$ cat src/rtl/flr_pkg.sv
`timescale 1ns / 1ps
`default_nettype none
// ----------------------------------------------------------------------------
// flr_pkg
// Shared types and constants of the filtered line receiver.
// ----------------------------------------------------------------------------
package flr_pkg;

  localparam int LINE_BYTES = 128;
  localparam int ADDR_W     = $clog2(LINE_BYTES);
  localparam int CNT_W      = 32;

  localparam int PREFIX_A_LEN = 19;
  localparam int PREFIX_B_LEN = 16;
  localparam int PA_IDX_W     = $clog2(PREFIX_A_LEN);
  localparam int PB_IDX_W     = $clog2(PREFIX_B_LEN);

  localparam logic [7:0] CHAR_CR = 8'h0D;
  localparam logic [7:0] CHAR_LF = 8'h0A;

  // {"type":"discovery"
  localparam logic [7:0] PREFIX_A [PREFIX_A_LEN] = '{
    8'h7B, 8'h22, 8'h74, 8'h79, 8'h70, 8'h65, 8'h22, 8'h3A, 8'h22,
    8'h64, 8'h69, 8'h73, 8'h63, 8'h6F, 8'h76, 8'h65, 8'h72, 8'h79, 8'h22
  };
  // {"type":"bridge"
  localparam logic [7:0] PREFIX_B [PREFIX_B_LEN] = '{
    8'h7B, 8'h22, 8'h74, 8'h79, 8'h70, 8'h65, 8'h22, 8'h3A, 8'h22,
    8'h62, 8'h72, 8'h69, 8'h64, 8'h67, 8'h65, 8'h22
  };

  typedef enum logic [1:0] {
    OP_BYTE    = 2'd0,
    OP_RELEASE = 2'd1,
    OP_READ    = 2'd2
  } opcode_t;

  typedef enum logic [1:0] {
    HEALTH_SILENT  = 2'd0,
    HEALTH_PARTIAL = 2'd1,
    HEALTH_OK      = 2'd2
  } health_t;

  typedef struct packed {
    logic              en;
    logic [ADDR_W-1:0] addr;
    logic [7:0]        data;
  } store_wr_t;

  typedef struct packed {
    logic              ready;
    logic [ADDR_W-1:0] held;
    logic [CNT_W-1:0]  bytes;
    logic [CNT_W-1:0]  lines;
    logic [CNT_W-1:0]  drops;
  } status_t;

  typedef struct packed {
    logic latched;
    logic dropped;
    logic rd_hit;
  } flags_t;

endpackage

`default_nettype wire

$ cat src/rtl/filtered_line_receiver.sv
`timescale 1ns / 1ps
`default_nettype none
// ----------------------------------------------------------------------------
// filtered_line_receiver
// Builds newline-ended lines from received bytes, keeps wanted lines by prefix.
// ----------------------------------------------------------------------------
//  channel | dir | handshake            | payload
//  --------+-----+----------------------+------------------------------------
//  s_*     | in  | s_tvalid / s_tready  | s_tuser opcode, s_tdata byte+index
//  m_*     | out | m_tvalid / m_tready  | m_tdata status, counters, read data
//
//  One beat per cycle while m_tready stays high: state and the result
//  register load together at the input handshake edge.
//  The state registers double as result fields, so a beat is taken whenever
//  the result register is empty or is being drained in the same cycle, outside reset.
//  Store reads go through the line buffer's registered read port.
//  rst is synchronous; counters, fill position and flags clear, the line
//  buffer contents do not (reads are bounded by the current line length).
//  A stall on m_tready holds the result and blocks s_tready.
// ----------------------------------------------------------------------------
module filtered_line_receiver (
  input  wire logic         clk,
  input  wire logic         rst,
  input  wire logic         s_tvalid,
  output logic              s_tready,
  input  wire logic [15:0]  s_tdata,   // [7:0] rx_byte, [14:8] read_index, [15] 0
  input  wire logic [1:0]   s_tuser,   // [1:0] opcode
  output logic              m_tvalid,
  input  wire logic         m_tready,
  output logic [119:0]      m_tdata    // [0] line_ready, [1] latched_now,
                                       // [2] dropped_now, [9:3] line_length,
                                       // [17:10] read_data, [49:18] bytes_count,
                                       // [81:50] lines_count, [113:82] drops_count,
                                       // [115:114] link_health, [119:116] 0
);

  logic                        accept;
  flr_pkg::store_wr_t          wr;
  flr_pkg::flags_t             flags_c;
  flr_pkg::flags_t             flags;
  flr_pkg::status_t            st;
  logic [7:0]                  rd_q;
  logic [flr_pkg::ADDR_W-1:0]  line_length;
  logic [7:0]                  read_data;
  flr_pkg::health_t            health;

  // result register free, or emptied this cycle; nothing taken during reset
  assign s_tready = !rst && (!m_tvalid || m_tready);
  assign accept   = s_tvalid && s_tready;

  flr_assembler u_asm (
    .clk        (clk),
    .rst        (rst),
    .accept     (accept),
    .opcode     (s_tuser),
    .rx_byte    (s_tdata[7:0]),
    .read_index (s_tdata[14:8]),
    .wr         (wr),
    .flags      (flags_c),
    .status     (st)
  );

  flr_line_store u_store (
    .clk     (clk),
    .wr      (wr),
    .rd_en   (accept),
    .rd_addr (s_tdata[14:8]),
    .rd_data (rd_q)
  );

  always_ff @(posedge clk) begin
    if (rst) begin
      m_tvalid <= 1'b0;
      flags    <= '0;
    end else begin
      if (accept) begin
        m_tvalid <= 1'b1;
        flags    <= flags_c;
      end else if (m_tready) begin
        m_tvalid <= 1'b0;
      end
    end
  end

  always_comb begin
    line_length = st.ready ? st.held : '0;
    read_data   = flags.rd_hit ? rd_q : 8'h00;
    if (st.lines != '0) begin
      health = flr_pkg::HEALTH_OK;
    end else if (st.bytes != '0) begin
      health = flr_pkg::HEALTH_PARTIAL;
    end else begin
      health = flr_pkg::HEALTH_SILENT;
    end
  end

  assign m_tdata = {4'b0000, health, st.drops, st.lines, st.bytes, read_data,
                    line_length, flags.dropped, flags.latched, st.ready};

  // a line cannot both latch and drop on the same beat
  a_latch_xor_drop: assert property (@(posedge clk) disable iff (rst)
    m_tvalid |-> !(flags.latched && flags.dropped))
    else $error("latched_now and dropped_now both set");

  // a latch leaves the slot occupied
  a_latch_ready: assert property (@(posedge clk) disable iff (rst)
    (m_tvalid && flags.latched) |-> st.ready)
    else $error("latched line not marked ready");

  // a held line always passed one of the prefixes
  a_held_len: assert property (@(posedge clk) disable iff (rst)
    st.ready |-> (st.held >= flr_pkg::ADDR_W'(flr_pkg::PREFIX_B_LEN)))
    else $error("held line shorter than shortest prefix");

  // every accepted byte beat advances the byte counter by one
  a_byte_count: assert property (@(posedge clk) disable iff (rst)
    (accept && s_tuser == flr_pkg::OP_BYTE) |=> (st.bytes == $past(st.bytes) + 1'b1))
    else $error("byte counter did not advance");

  // drops never outnumber counted lines' increments on one beat
  a_drop_with_line: assert property (@(posedge clk) disable iff (rst)
    (accept && flags_c.dropped) |=> (st.lines == $past(st.lines) + 1'b1))
    else $error("drop without line count");

endmodule

`default_nettype wire

$ cat src/rtl/flr_line_store.sv
`timescale 1ns / 1ps
`default_nettype none
// ----------------------------------------------------------------------------
// flr_line_store
// Line buffer: one write port, one registered read port.
// ----------------------------------------------------------------------------
module flr_line_store (
  input  wire logic                      clk,
  input  wire flr_pkg::store_wr_t        wr,
  input  wire logic                      rd_en,
  input  wire logic [flr_pkg::ADDR_W-1:0] rd_addr,
  output logic [7:0]                     rd_data
);

  logic [7:0] mem [flr_pkg::LINE_BYTES];

  always_ff @(posedge clk) begin
    if (wr.en) begin
      mem[wr.addr] <= wr.data;
    end
    if (rd_en) begin
      rd_data <= mem[rd_addr];
    end
  end

endmodule

`default_nettype wire

$ cat src/rtl/flr_assembler.sv
`timescale 1ns / 1ps
`default_nettype none
// ----------------------------------------------------------------------------
// flr_assembler
// Line fill, incremental prefix match, latch/release and counters.
// ----------------------------------------------------------------------------
module flr_assembler (
  input  wire logic                       clk,
  input  wire logic                       rst,
  input  wire logic                       accept,
  input  wire logic [1:0]                 opcode,
  input  wire logic [7:0]                 rx_byte,
  input  wire logic [flr_pkg::ADDR_W-1:0] read_index,
  output flr_pkg::store_wr_t              wr,
  output flr_pkg::flags_t                 flags,
  output flr_pkg::status_t                status
);

  logic [flr_pkg::ADDR_W-1:0] fill;
  logic [flr_pkg::ADDR_W-1:0] fill_next;
  logic                       pa_match;
  logic                       pa_match_next;
  logic                       pb_match;
  logic                       pb_match_next;
  flr_pkg::status_t           st;
  flr_pkg::status_t           st_next;

  logic is_byte, is_rel, is_read;
  logic take, newline, chr, room, keep;
  logic [flr_pkg::ADDR_W-1:0] bound;

  always_comb begin
    is_byte = 1'b0;
    is_rel  = 1'b0;
    is_read = 1'b0;
    case (flr_pkg::opcode_t'(opcode))
      flr_pkg::OP_BYTE:    is_byte = 1'b1;
      flr_pkg::OP_RELEASE: is_rel  = 1'b1;
      flr_pkg::OP_READ:    is_read = 1'b1;
      default: ;
    endcase

    // CR is ignored; everything is ignored while a line is held
    take    = is_byte && !st.ready && (rx_byte != flr_pkg::CHAR_CR);
    newline = take && (rx_byte == flr_pkg::CHAR_LF);
    chr     = take && (rx_byte != flr_pkg::CHAR_LF);
    room    = fill != flr_pkg::ADDR_W'(flr_pkg::LINE_BYTES - 1);
    keep    = (fill != '0) &&
              ((pa_match && fill >= flr_pkg::ADDR_W'(flr_pkg::PREFIX_A_LEN)) ||
               (pb_match && fill >= flr_pkg::ADDR_W'(flr_pkg::PREFIX_B_LEN)));

    bound = st.ready ? st.held : fill;

    wr.en   = accept && chr && room;
    wr.addr = fill;
    wr.data = rx_byte;

    flags.latched = newline && keep;
    flags.dropped = newline && !keep;
    flags.rd_hit  = is_read && (read_index < bound);

    fill_next     = fill;
    pa_match_next = pa_match;
    pb_match_next = pb_match;
    st_next       = st;

    if (is_byte) begin
      st_next.bytes = st.bytes + 1'b1;
    end
    if (chr && room) begin
      fill_next = fill + 1'b1;
      if (fill < flr_pkg::ADDR_W'(flr_pkg::PREFIX_A_LEN) &&
          rx_byte != flr_pkg::PREFIX_A[fill[flr_pkg::PA_IDX_W-1:0]]) begin
        pa_match_next = 1'b0;
      end
      if (fill < flr_pkg::ADDR_W'(flr_pkg::PREFIX_B_LEN) &&
          rx_byte != flr_pkg::PREFIX_B[fill[flr_pkg::PB_IDX_W-1:0]]) begin
        pb_match_next = 1'b0;
      end
    end
    if (newline) begin
      st_next.lines = st.lines + 1'b1;
      fill_next     = '0;
      pa_match_next = 1'b1;
      pb_match_next = 1'b1;
      if (keep) begin
        st_next.ready = 1'b1;
        st_next.held  = fill;
      end else begin
        st_next.drops = st.drops + 1'b1;
      end
    end
    if (is_rel) begin
      st_next.ready = 1'b0;
    end
  end

  always_ff @(posedge clk) begin
    if (rst) begin
      fill     <= '0;
      pa_match <= 1'b1;
      pb_match <= 1'b1;
      st       <= '0;
    end else if (accept) begin
      fill     <= fill_next;
      pa_match <= pa_match_next;
      pb_match <= pb_match_next;
      st       <= st_next;
    end
  end

  assign status = st;

endmodule

`default_nettype wire

$ cat config.mk
export PLATFORM = sky130hd
export DESIGN_NAME = filtered_line_receiver
export DESIGN_NICKNAME = d
export VERILOG_FILES = /design/src/rtl/flr_pkg.sv /design/src/rtl/filtered_line_receiver.sv /design/src/rtl/flr_line_store.sv /design/src/rtl/flr_assembler.sv
export SDC_FILE = /design/constraint.sdc
export NUM_CORES = 1
export LEC_CHECK = 0
export BUFFER_PORTS_ARGS = -buffer_cell sky130_fd_sc_hd__buf_2
export CORE_ASPECT_RATIO = 0.8
export CORE_MARGIN = 5
export CORE_UTILIZATION = 30
export CTS_BUF_LIST = sky130_fd_sc_hd__clkbuf_8 sky130_fd_sc_hd__clkbuf_16
export DETAILED_ROUTE_END_ITERATION = 10
export HOLD_SLACK_MARGIN = 0.12
export PLACE_DENSITY = 0.48
export SYNTH_ARGS = -nofsm -noshare
export SYNTH_HDL_FRONTEND = slang
export SYNTH_SLANG_ARGS = --single-unit
$ cat constraint.sdc
create_clock -name clk -period 5.1 [get_ports clk]
set_input_delay 0.51 -clock clk [delete_from_list [all_inputs] [get_ports clk]]
set_output_delay 0.51 -clock clk [all_outputs]
set_load 0.005 [all_outputs]
==> impl_metrics.yaml, run 1 <==
layout:
  regArea_mm2: 0.0333
  multiInputGateArea_mm2: 0.0124
  area_growth_pct: 13.2
  nets: 2965
  drive_gt1_frac: 0.193
  fillCellCount: 15000
  design_area_mm2: 0.0534
timing:
  fin_crit_sh: 0.738
  worst_pin_slew_ns: 1.29
  min_period_ns: 3.77
  setup_tns_ns: 0
  rsz0062_at_grt: "false"
  hold_viol: 0
  slew_headroom: 0.142
  setup_viol: 0
  finalClockSkew_ns: 0.0364
  maxSlewViolCount: 0
  max_freq_mhz: 266
synth:
  synth-compound-area-share: 0.0383
  synth-simple-area-share: 0.0727
  synth_edf_count: 1032
  synth_cells: 2861
  synth_top_family_by_area: "multiplexers"
  post-synth-top-area-cell: "edfxtp_1"
  async_flop_share: 0
  yosys.area.top_type_share: 0.657
  netlist_area_mm2: 0.0471
  yosysWarnings: 0
  synth.mux.area_fraction: 0.129
  syn_area_per_cell_um2: 16.5
  synth_area_leaders: "edfxtp_1 (66%), mux4_2 (8.8%), dfxtp_1 (5.0%), mux2i_1 (3.8%), nor2_1 (2.2%)"
  synthAdderAreaFrac: 0.00637
  synth_xor_area_frac: 0.0145
  synth_cell_types: 66
  ys_seq_elements: 1149
  synth-main-ff-cell: "edfxtp_1"
  seq_area_frac_synth: 0.707
clock_tree:
  clock_sinks: 1149
  insertion_delay_ns: 0.73
  htree_levels: 3
  clockBufferDepth: 3
  cts_tree: "yes"
  clk_pin_slew_ns: 0.06
  cts_setup_buffers: 0
  cts_buffers: 110
  cts_resized: 0
  root_buffer: "clkbuf_16"
pwr:
  finalPower_uw: 19400
  power_leakage_uw: 0.0173
  power.density_mw_per_mm2: 364
  ir_worst_vdd_uv: 254
run:
  cap_viol_max_count: 0
placed_design:
  numPortBuffers: 138
  gp_congestion: 0.756
  place_area_mm2: 0.0497
  dp_hpwl_um: 76300
worst_setup_path:
  critPathBufInv: 3
  cp_slowest_stage_delay_ns: 0.84
  path_cells: "dlygate4sd3_1 > buf_2 > nor2_1 > and4_1 > nand2_1 > nor2_1 > buf_4 > nand4_1 > nor2_1"
  arrival_ns: 4.10
  crit_path_frequent_cell: "nor2_1"
  crit_slowest_cell: "nor2_1"
  criticalPathCategory: "primary input to flip-flop"
  critPathTopFamily: "simple AND/OR/NAND/NOR gates"
  crit_path_start_kind: "primary input"
  path_max_fanout: 18
  endpoint_kind: "flip-flop"
  critPathRequiredTime_ns: 5.43
grt:
  grt_usage: 0.146
  grt_pass1_vias: 24900
  grt_overflow: 0
  antenna_found_initial: 6
  grt_max_degree: 130
  grt_pass1_wl_um: 178000
status:
  status: "complete, no violations"
detailed_routing:
  wl_per_cell_um: 24.0
  routed_wl_um: 123000
  final_antenna_net_count: 0
  dr.pass1.iters: 5
  drtIter0Drc: 2120
  drcViolationCount: 0
  num_vias: 25200
  avgViaCountPerCell: 4.90
floorplanning:
  die_y_um: 365
  start_util: 0.301
  rows: 130
  dieArea_mm2: 0.165
  die_w_um: 453
  pin_count: 144
  coreArea_mm2: 0.157
min_path:
  worstHoldPathType: "primary input to flip-flop"
==> cells in the mapped netlist, drive strengths merged, types with 11 or more instances <==
| cell type | instances |
|---|---|
| o22ai | 25 |
| ha | 24 |
| clkbuf | 95 |
| or3 | 24 |
| inv | 20 |
| nand2b | 11 |
| xnor2 | 29 |
| mux2 | 12 |
| buf | 160 |
| nand3 | 88 |
| and3 | 17 |
| a22oi | 102 |
| and2 | 28 |
| a21oi | 52 |
| o21ai | 36 |
| dfxtp | 117 |
| nor2b | 18 |
| nand4 | 55 |
| nand2 | 75 |
| mux4 | 185 |
| nor3 | 31 |
| nor4 | 27 |
| xor2 | 49 |
| edfxtp | 1032 |
| nor2 | 270 |
| mux2i | 180 |
| and4 | 15 |
==> per-stage QoR <==
step	cells	setup slack, ns	util	hold WS (ns)
5_1_grt	5128	1.17	0.341	0.151
4_1_cts	5127	1.35	0.341	0.124
6_report	5130	1.33	0.341	0.182
3_3_place_gp	4915	1.00	0.317	0.440
3_5_place_dp	4915	0.957	0.317	0.444
2_1_floorplan	2864	2.26	-	0.432
==> routing by layer <==
layer / track usage / routed length, µm / vias to the layer above / share of wire
met3: 0.0346 / 8120 / 154 / 0.066
met1: 0.218 / 58400 / 13000 / 0.47
met4: 0.0319 / 2390 / 0 / 0.019
met5: 0 / 0 / - / 0
met2: 0.218 / 54400 / 682 / 0.44
li1: - / - / 11300 / -
==> sequential cells by signal, summed over array words and instances (netlist names) <==
signal           cells
u_store.mem       1024
u_asm.pa_match       1
u_asm.status       104
u_store.rd_data      8
m_tvalid             1
m_tdata              2
u_asm.fill           7
flags                1
u_asm.pb_match       1
==> cells by family (layout without fill, tap and decap cells) <==
logic type                 Yosys count  count (layout)
muxes                              377             377
buffers and inverters              277             428
and+or+nand+nor                    686             686
DFF                               1149            1149
other                                1               7
xor gates and xnor gates            78              78
adders and majority gates           24              24
AOI/OAI and AO/OA                  269             269
==> repair_timing <==
| action | 4_1_cts | 5_1_grt |
|---|---|---|
| endpoints found under the hold margin | 4 | 0 |
| hold buffers | 4 | 0 |
| endpoints found under the setup margin | 0 | 0 |
==> layout make-up <==
type                       count  share of cell area
sequential                  1149               0.625
clock inverter                96              0.0158
clock buffer                 112              0.0523
multi-input combinational   1438               0.232
antenna                        3            0.000141
tap                         2112              0.0495
timing repair buffer         198              0.0243
inverter                      22             0.00155
==> cells in the final DEF, fill, tap and decap left out, types with 30 or more instances in the layout <==
cell type / count
buf_2: 126
a21oi_1: 52
inv_1: 41
nand3_1: 87
nand2_1: 70
a22oi_1: 102
xor2_1: 49
mux4_2: 185
nor2_1: 268
nand4_1: 54
o21ai_0: 36
dfxtp_1: 117
edfxtp_1: 1032
mux2i_1: 180
nor3_1: 30
buf_4: 58
clkbuf_16: 111
==> worst min-delay path, delay by kind of cell <==
family | cells | cell delay [ns]
AO/OA/AOI/OAI | 1 | 0.08
buffers and inverters | 1 | 0.10
AND/OR/NAND/NOR | 1 | 0.14
==> path summary, 6_finish.rpt <==
| check | start | end | slack [ns] | cells after the start |
|---|---|---|---|---|
| worst max-delay path | s_tuser[1] | u_store.mem[16][4]$_DFFE_PP_ | 1.33 | 9 |
| worst min-delay path | s_tuser[0] | u_asm.status[103]$_SDFFE_PP0P_ | 0.18 | 3 |
| worst max register to register | u_asm.fill[6]$_SDFFE_PP0P_ | u_store.mem[16][4]$_DFFE_PP_ | 1.36 | 3 |
| worst min register to register | u_asm.status[102]$_SDFFE_PP0P_ | u_asm.status[102]$_SDFFE_PP0P_ | 0.45 | 2 |
==> power breakdown <==
| group | switching [µW] | total, µW | leakage (µW) | internal (µW) |
|---|---|---|---|---|
| logic | 568 | 849 | 0.00519 | 281 |
| clock network | 3640 | 8330 | 0.00188 | 4690 |
| registers | 5.74 | 10300 | 0.0102 | 10300 |
Note: power is estimated with default switching activity, not from simulation.
==> run 2: changes to the inputs <==
==> constraint.sdc (replaced) <==
create_clock -name clk -period 3.7 [get_ports clk]
set_input_delay 0.37 -clock clk [delete_from_list [all_inputs] [get_ports clk]]
set_output_delay 0.37 -clock clk [all_outputs]
set_load 0.005 [all_outputs]
==> impl_metrics.yaml, run 2 (synthesis results as in run 1) <==
floorplanning:
  pin_count: 144
  die_y_um: 365
  start_util: 0.301
  die_w_um: 453
  dieArea_mm2: 0.165
  rows: 130
  coreArea_mm2: 0.157
pwr:
  ir_worst_vdd_uv: 401
  power_frac_seq: 0.535
  internal-power_uw: 20600
  power.density_mw_per_mm2: 485
  p_clk_frac: 0.419
  power_frac_comb: 0.046
  power_leakage_uw: 0.0180
  switching_share: 0.220
  p_sw_uw: 5820
clock_tree:
  cts_setup_buffers: 0
  htree_levels: 3
  root_buffer: "clkbuf_16"
  clockBufferDepth: 3
  clk_pin_slew_ns: 0.06
  cts_buffers: 113
  insertion_delay_ns: 0.73
  cts_tree: "yes"
  clock_sinks: 1149
  cts_resized: 0
timing:
  finalClockSkew_ns: 0.0270
  rsz0062_at_grt: "false"
  max_freq_mhz: 316
  min_period_ns: 3.17
  setup_tns_ns: 0
  setup_viol: 0
  maxSlewViolCount: 0
  slew_headroom: 0.240
  worst_pin_slew_ns: 1.14
  fin_crit_sh: 0.856
  hold_viol: 0
  worst_slack_ns: 0.534
run:
  cap_viol_max_count: 0
detailed_routing:
  wl_per_cell_um: 23.6
  dr.pass1.iters: 5
  routed_wl_um: 125000
  num_vias: 25800
  final_antenna_net_count: 0
  drtIter0Drc: 2687
  avgViaCountPerCell: 4.87
  drcViolationCount: 0
layout:
  layout_common_cells: "edfxtp_1 (1,032), nor2_1 (268), buf_4 (209)"
  largest_register_ffs: 1024
  area_growth_pct: 15.6
  nets: 3128
  regArea_mm2: 0.0333
  final_common_cell: "edfxtp_1"
  max_flop_register: "u_store.mem"
  multiInputGateArea_mm2: 0.0124
  drive_gt1_frac: 0.228
  fillCellCount: 14900
grt:
  grt_pass1_vias: 25800
  antenna_found_initial: 6
  grt_max_degree: 83
  grt_usage: 0.148
  grt_overflow: 0
  grt_pass1_wl_um: 182000
worst_setup_path:
  arrival_ns: 3.51
  path_cells: "dlygate4sd3_1 > buf_2 > nor2_1 > and4_1 > nand2_1 > nor2_1 > buf_4 > nand3_1 > nor2_1"
  r2r_slack_ns: 0.71
  crit_path_start_kind: "primary input"
  reg2reg_depth: 7
  regToRegStartpoint: "u_asm.fill[1]$_SDFFE_PP0P_"
  crit_path_frequent_cell: "nor2_1"
  endpoint_kind: "flip-flop"
  cp_slowest_stage_delay_ns: 0.78
  regToRegEndpoint: "u_store.mem[4][3]$_DFFE_PP_"
  critPathRequiredTime_ns: 4.05
  criticalPathCategory: "primary input to flip-flop"
  path_max_fanout: 16
  crit_slowest_cell: "nor2_1"
min_path:
  min_delay_path_depth: 2
  worstHoldStart: "s_tdata[6]"
  hold_path_end: "u_store.mem[93][6]$_DFFE_PP_"
  worstHoldPathType: "primary input to flip-flop"
status:
  status: "complete, no violations"
placed_design:
  place_worst_setup_slack_ns: 0.430
  dp_hpwl_um: 80300
  numPortBuffers: 138
  gp_congestion: 0.780
==> run 2: cell types whose count changed in the layout (fill, tap and decap cells not counted), moves of 6 or more <==
cell / change
buf_4: +151
dlygate4sd3_1: +6
bufinv_16: -7
clkinvlp_4: +7
clkinv_1: +9
==> run 2: layout make-up <==
type,instances,area share
diodes,2,0.0000918
well taps,2112,0.0485
repair buffers,358,0.0468
multi-input cells,1438,0.227
flip-flops and latches,1149,0.612
inverters,22,0.00152
clock buffers,114,0.0523
clock inverters,96,0.0123
==> run 2: metal layers <==
layer	part of all wire	GRT usage
met2	0.44	0.219
met1	0.49	0.229
met5	0	0
met3	0.050	0.0249
met4	0.016	0.0306
==> run 2: worst max-delay path by stage <==
stage,startpoint,end,slack (ns)
2_1_floorplan,u_asm.fill[2]$_SDFFE_PP0P_,u_asm.status[22]$_SDFFE_PP0P_,0.94
3_3_place_gp,s_tuser[1],u_store.mem[68][7]$_DFFE_PP_,0.51
3_5_place_dp,s_tuser[1],u_store.mem[4][3]$_DFFE_PP_,0.43
4_1_cts,s_tuser[1],u_store.mem[4][6]$_DFFE_PP_,0.64
5_1_grt,s_tuser[1],u_store.mem[4][6]$_DFFE_PP_,0.41
6_report,s_tuser[1],u_store.mem[4][3]$_DFFE_PP_,0.53
==> run 2: repair_timing <==
action / CTS / global route
setup endpoints to repair: 0 / 0
hold buffers: 10 / 0
hold endpoints to repair: 16 / 0
==> run 2: power groups by stage <==
stage	clock, µW	combinational, µW	sequential (µW)
3_5_place_dp	0	1230	14400
6_report	11100	1210	14100
3_3_place_gp	0	1220	14400
2_1_floorplan	0	627	14400
5_1_grt	12000	1300	14100
4_1_cts	11400	1240	14100
==> run 2: per-stage QoR <==
stage / hold WS (ns) / power, µW / util / instances / cell area [µm²]
detailed placement: 0.446 / 15600 / 0.325 / 5069 / 50900
CTS: 0.168 / 26800 / 0.348 / 5289 / 54500
floorplan: 0.432 / 15000 / - / 2864 / 47100
global route: 0.178 / 27400 / 0.348 / 5290 / 54500
finish: 0.238 / 26400 / 0.348 / 5291 / 54500
global placement: 0.440 / 15600 / 0.325 / 5069 / 50900
==> run 2: critical path: cells and delay by family <==
family / cells / cell delay (ns)
and+or+nand+nor: 6 / 2.19
buffers and inverters: 3 / 0.93
